===== src/rtl/mm4_pkg.sv =====
// Shared types and constants for the 4x4 fixed-point matrix multiplier.
package mm4_pkg;

	localparam int DIM = 4;
	localparam int FRAC_BITS = 16;
	localparam int DATA_W = 32;
	localparam int PROD_W = 2 * DATA_W;
	// Four products of 64 bits need two guard bits.
	localparam int ACC_W = PROD_W + 2;

	localparam logic [1:0] OP_LOAD_LEFT  = 2'd0;
	localparam logic [1:0] OP_LOAD_RIGHT = 2'd1;
	localparam logic [1:0] OP_MULTIPLY   = 2'd2;

	typedef enum logic [1:0] {
		SEQ_IDLE,
		SEQ_FEED,
		SEQ_DRAIN
	} seq_state_t;

	// One left-matrix element travelling down the chain with its tags.
	typedef struct packed {
		logic              vld;
		logic              first;
		logic              last;
		logic [1:0]        k;
		logic [1:0]        row;
		logic [DATA_W-1:0] a;
	} lane_t;

	// Completion status of one cell.
	typedef struct packed {
		logic       done;
		logic [1:0] row;
	} cell_stat_t;

endpackage


===== src/rtl/mm4_cell.sv =====
// One column cell: holds a right-matrix column, multiplies and accumulates a row.
module mm4_cell (
	input  logic                   clk,
	input  logic                   arst_n,
	input  logic                   en,
	input  mm4_pkg::lane_t         lane_i,
	output mm4_pkg::lane_t         lane_o,
	input  logic                   wr_en,
	input  logic [1:0]             wr_row,
	input  logic [31:0]            wr_data,
	output logic [31:0]            res,
	output mm4_pkg::cell_stat_t    stat
);
	import mm4_pkg::*;

	logic [DATA_W-1:0]        rcol_q [DIM];
	lane_t                    lane_s1;
	lane_t                    lane_s2;
	logic signed [PROD_W-1:0] prod_s2;
	cell_stat_t               stat_s3;
	cell_stat_t               stat_s4;
	logic signed [ACC_W-1:0]  acc_q;
	logic [DATA_W-1:0]        res_q;
	logic signed [ACC_W-FRAC_BITS-1:0] shifted;
	logic                     ovf;
	logic [DATA_W-1:0]        sat_val;

	always_ff @(posedge clk) begin
		if (wr_en) begin
			rcol_q[wr_row] <= wr_data;
		end
	end

	always_ff @(posedge clk or negedge arst_n) begin
		if (!arst_n) begin
			lane_s1 <= '0;
			lane_s2 <= '0;
			stat_s3 <= '0;
			stat_s4 <= '0;
		end else if (en) begin
			lane_s1 <= lane_i;
			lane_s2 <= lane_s1;
			stat_s3.done <= lane_s2.vld & lane_s2.last;
			stat_s3.row <= lane_s2.row;
			stat_s4 <= stat_s3;
		end
	end

	// Floor shift of the full-precision sum, then saturation to 32 bits.
	always_comb begin
		shifted = acc_q[ACC_W-1:FRAC_BITS];
		ovf = (shifted[ACC_W-FRAC_BITS-1:DATA_W-1] != '0) &&
			(shifted[ACC_W-FRAC_BITS-1:DATA_W-1] != '1);
		if (ovf) begin
			sat_val = shifted[ACC_W-FRAC_BITS-1] ? {1'b1, {(DATA_W-1){1'b0}}}
				: {1'b0, {(DATA_W-1){1'b1}}};
		end else begin
			sat_val = shifted[DATA_W-1:0];
		end
	end

	always_ff @(posedge clk) begin
		if (en) begin
			prod_s2 <= $signed(lane_s1.a) * $signed(rcol_q[lane_s1.k]);
			if (lane_s2.vld) begin
				acc_q <= (lane_s2.first ? ACC_W'(0) : acc_q) + ACC_W'(prod_s2);
			end
			if (stat_s3.done) begin
				res_q <= sat_val;
			end
		end
	end

	assign lane_o = lane_s1;
	assign res = res_q;
	assign stat = stat_s4;

endmodule


===== config.mk =====
export PLATFORM = sky130hd
export DESIGN_NAME = mm4_cell
export DESIGN_NICKNAME = d
export VERILOG_FILES = /design/src/rtl/mm4_pkg.sv /design/src/rtl/mm4_cell.sv
export SDC_FILE = /design/constraint.sdc
export NUM_CORES = 2
export LEC_CHECK = 0
export BUFFER_PORTS_ARGS = -buffer_cell sky130_fd_sc_hd__buf_4
export CORE_MARGIN = 2
export CORE_UTILIZATION = 55
export DETAILED_ROUTE_END_ITERATION = 6
export GPL_TIMING_DRIVEN = 0
export PLACE_DENSITY = 0.72
export SYNTH_ARGS = -nofsm -noshare
export SYNTH_HDL_FRONTEND = slang
export SYNTH_SLANG_ARGS = --single-unit

===== constraint.sdc =====
create_clock -name clk -period 29.1 [get_ports clk]
set_clock_uncertainty 0.1 [all_clocks]
set_input_delay 5.82 -clock clk [delete_from_list [all_inputs] [get_ports clk]]
set_output_delay 5.82 -clock clk [all_outputs]
set_load 0.005 [all_outputs]

; Word-level counts from Yosys, hierarchy flattened
; Memory sizes are Yosys's and may differ from the RTL's.
; Cells that the tools add are included.
[word_totals]
wordCells = 31
out_inout_bits = 74
ff_bits = 212
mem_count = 1
ramBits = 128
[classes]
n_bitwise = 1
n_eq_ne = 1
n_mux = 5
n_reduce_logical = 4
n_addsub = 1
n_mul = 1
[memory_table]
columns = memory, words, word_bits, read_ports, rd_ports_with_merged_regs, write_ports, line
row1 = rcol_q, 4, 32, 1, 0, 1, mm4_cell.sv:16  ; logic [DATA_W-1:0] rcol_q [DIM];
[ops]
columns = cell, n
row1 = adder 66 x 64 -> 66 bit, 1
row2 = two-way mux 66 bit, 1
row3 = multiplier 32 x 32 -> 64 bit, 1
row4 = two-way mux 32 bit, 2
row5 = != test 19 bit (second input constant), 1
row6 = nonzero test 19 bit, 1
row7 = AND reduction 2 bit, 2
row8 = two-way mux 1 bit, 2
row9 = bitwise AND 1 bit, 1
row10 = logical AND 1 bit, 1

; Logic depth before layout (Yosys ltp)
[depth]
word_depth = 3
mapped_depth = 31

; Worst setup path after synthesis
; Ideal clock, no wire load.
[synth_path]
path_type = reg-to-reg
start = register lane_s1 (netlist bit lane_o[34])
end = register prod_s2[63] (data pin)
setup_ps = 260
t_arrival_ps = 9056
path_stages_with_launch = 32
slack_ps = 19684
required_ps = 28740
path_cell_list = dfrtp_1 -> clkbuf_1 -> buf_1 -> mux4_2 -> clkbuf_1 -> nand2_1 -> inv_1 -> fa_1 -> fa_1 -> inv_1 -> fa_1 -> inv_1 -> fa_1 -> inv_1 -> fa_1 -> inv_1 -> fa_1 -> inv_1 -> fa_1 -> fa_1 -> inv_1 -> ha_1 -> clkbuf_1 -> a21o_1 -> a21o_1 -> a21o_1 -> a21oi_1 -> o21ai_0 -> and3_1 -> a2111o_1 -> a21oi_2 -> xnor2_1
[synth_via]
elab_chain_cells = 2
[synth_lines]
columns = element, line
row1 = start: declaration, mm4_cell.sv:17  ; lane_t lane_s1;
row2 = start signal: assignment, mm4_cell.sv:41  ; lane_s1 <= lane_i;
row3 = memory (4 x 32 bit), n/a
row4 = multiplier 32 x 32 -> 64 bit, mm4_cell.sv:64  ; prod_s2 <= $signed(lane_s1.a) * $signed(rcol_q[lane_s1.k]);
row5 = end signal: assignment, mm4_cell.sv:64
row6 = end: declaration, mm4_cell.sv:19  ; logic signed [PROD_W-1:0] prod_s2;
; Every way passes these cells.
; A chain may end at the register's enable or synchronous reset.

; Worst setup path after layout
; Ends and elaborated chain as after synthesis.

==> flow_summary.ini <==
[routing]
drt-initial-drc-count = 3074
drc = 0
route.detailed.vias_per_inst = 5.78
route.vias.total = 37900
drt-pass1-iter-count = 6
finalWirelength_um = 165000
detail_route.wl_per_cell_um = 25.2
number_of_routed_nets_with_antenna_violations = 0

[synth]
synthMostInstantiatedCell = fa_1
biggest_area_contributors_in_the_synthesized_netlist = fa_1, edfxtp_1, inv_1, and2_1, ha_1
ys_seq_area_share_pct = 19.0
synth-async-reset-ratio_pct = 14.7
postSynthAreaPerCell_um2 = 10.4
yosys_warnings = 0
post_synthesis_cell_area_um2 = 52500
netlist.top_cell.by_area = fa_1
syn_inst = 5063
syn_nets = 6472
synthFlopType = edfxtp_1
postSynthRegisterBits = 340
synth.cells.most_frequent = fa_1, inv_1, nand2_1
synth_top_area_share_pct = 41.3
post_synth_num_cell_types = 94
synth_enable_flop_cells = 290

[clock_tree]
postCtsSetupRepairBufs = 0
cts_hold_repair.buffers = 0
cts_tree = built
cts-resized-gates = 0
htree_levels = 2
clk_path_buf_depth = 3
clkSlewWorstSetupHoldPaths_ns = 0.06
tritoncts.num_buffers = 39
clk_latency_ns = 0.59
root_buffer = clkbuf_16
clock-sinks = 340

[critical_path]
cp_slowest_cell = fa_1
reg2reg_slack_ns = 17.67
required_ns = 29.30
worst_r2r_path_depth = 31
path_max_fanout = 10
critPathArrivalTime_ns = 11.63
timing.setup.critical_path_class = reg -> reg
worstReg2RegEnd = prod_s2[63]
endpoint_kind = flop
critical_path.reg2reg.startpoint = lane_o[34]
critPathMostFrequentCell = fa_1
cpPeakStageDelay_ns = 0.98
kind_of_start_point_of_the_critical_path = flop

[sta]
min_period_ns = 11.43
report.final.slew_viol_count = 0
fin_crit_sh_pct = 39.3
report.final.hold_viol_count = 0
grt_setup_unrepaired = false
tightest_slew_ns = 1.15
fin_setup_tns_ns = 0
max_clock_freq_ghz = 0.0875
maxSlewHeadroom_pct = 23.1
report.final.setup_viol = 0

[placement]
portBuffers = 150
post-place-cells = 6483
dp_hpwl_um = 138000
place_congestion = 1.02

[cells_and_area]
drive_above_1_share_pct = 6.71
syn_to_final_growth_pct = 7.96
nets = 6668
layout.core_utilization_pct = 59.7
final_cells = 6557

[floorplanning]
initial_core_util_pct = 55.3
floorplan.core_area_um2 = 94900
number_of_standard_cell_rows_in_the_floorplan = 113
die_area_um2 = 97900
die_width_um = 313
die_h_um = 313
io-pin-count = 151

[hold_path]
timing.hold.worst_endpoint = lane_s2[32]
holdCritStartpoint = lane_s2[32]
min_path_cells = 1
timing.hold.worst.class = reg -> reg

[grt]
grt.total_usage_pct = 35.2
overflow = 0
grt_pass1_wl_um = 252000
number_of_antenna_violations_at_the_first_check_in_global_routing = 9
first_global_vias = 40300
largest_net_degree_at_the_start_of_global_routing = 66

[run]
timing.max_cap.violations = 0

[status]
status = complete, no violations
[cell usage in the layout, fill, tap and decap left out, types with 6 or more instances in the layout]
cell type,netlist,routed
mux4_2,31,31
ha_1,249,249
clkbuf_16,0,40
fa_1,1083,1083
nor2b_1,72,72
o21bai_1,21,21
mux2_2,51,51
nor4_1,8,8
a21oi_2,6,6
and3_1,25,24
nand4_1,35,35
o21ai_0,60,60
a211oi_1,11,11
and2_1,533,531
or2_2,14,14
clkinv_1,0,7
nand3_1,30,30
nand2b_1,12,12
a31oi_1,14,14
o211ai_1,6,6
nor2_1,79,78
and4_1,12,12
buf_1,6,6
dfrtp_1,50,50
xor2_1,44,44
nor3_1,14,14
bufinv_16,0,7
o21a_1,9,9
inv_1,1036,1036
o31ai_1,9,9
xnor2_1,84,84
a21boi_0,7,7
a21o_1,112,112
buf_4,0,150
a21oi_1,125,125
edfxtp_1,290,290
nand2_1,562,562
clkbuf_1,251,257
o21ai_1,9,9
[per-stage QoR]
stage / instance area [um^2] / setup slack [ns] / hold WS, ns
after floorplan: 52500 / 19.68 / 0.365
after global placement: 55200 / 17.78 / 0.381
after detailed placement: 55300 / 17.76 / 0.394
after CTS: 56700 / 17.69 / 0.407
after global routing: 56700 / 17.09 / 0.425
final: 56700 / 17.67 / 0.402
[flip-flops by register name, indices dropped and copies added, names as in the netlist]
| name | count |
|---|---|
| res | 32 |
| stat_s3 | 3 |
| lane_s2 | 5 |
| prod_s2 | 64 |
| stat | 3 |
| rcol_q | 128 |
| lane_o | 39 |
| acc_q | 66 |
[logic make-up after synthesis]
group	after synthesis	share of synthesized area, %
AO/OA/AOI/OAI	461	6.02
XOR/XNOR	128	2.14
adder cells (fa/ha/maj)	1332	47.2
buffers and inverters	1299	9.30
flip-flops	340	19.0
multiplexers	84	2.46
AND/OR/NAND/NOR	1419	13.9
[cell type report]
cell class              count  area (um^2)
diodes                      2         5.00
inverters                1036         3890
clock buffers              46         1020
flip-flops and latches    340         9960
plain buffers             263          995
clock inverters            26          329
multi-input cells        3424        37700
well taps                1265         1580
fillers                  8133        38200
repair buffers            155         1210
[layer usage]
metal | track usage (%) | vias up | wire length (um)
met5 | 0 | - | 11
li1 | - | 15900 | -
met2 | 55.1 | 2118 | 74500
met1 | 45.8 | 19300 | 62200
met3 | 8.84 | 542 | 18000
met4 | 17.7 | 2 | 10500
[worst max path at each step]
stage               startpoint          end  slack (ns)  depth (start not counted)
finish              lane_o[34]  prod_s2[63]       17.67                         31
global route        lane_o[34]  prod_s2[63]       17.09                         31
global placement    lane_o[34]  prod_s2[63]       17.78                         26
detailed placement  lane_o[34]  prod_s2[63]       17.76                         31
floorplan           lane_o[34]  prod_s2[63]       19.68                         31
CTS                 lane_o[34]  prod_s2[63]       17.69                         31
[worst max-delay path, delay by kind of cell, from the launching register on]
family / cells / cell delay [ns]
AO/OA/AOI/OAI: 7 / 1.42
XOR/XNOR: 1 / 0.32
adder cells (fa/ha/maj): 9 / 4.91
multiplexers: 1 / 0.77
flip-flops: 1 / 0.35
buffers and inverters: 11 / 2.68
AND/OR/NAND/NOR: 2 / 0.51
Power is left out: the tool's default activity adds up to more than one toggle a clock period on the data nets, which glitch-free logic cannot reach.
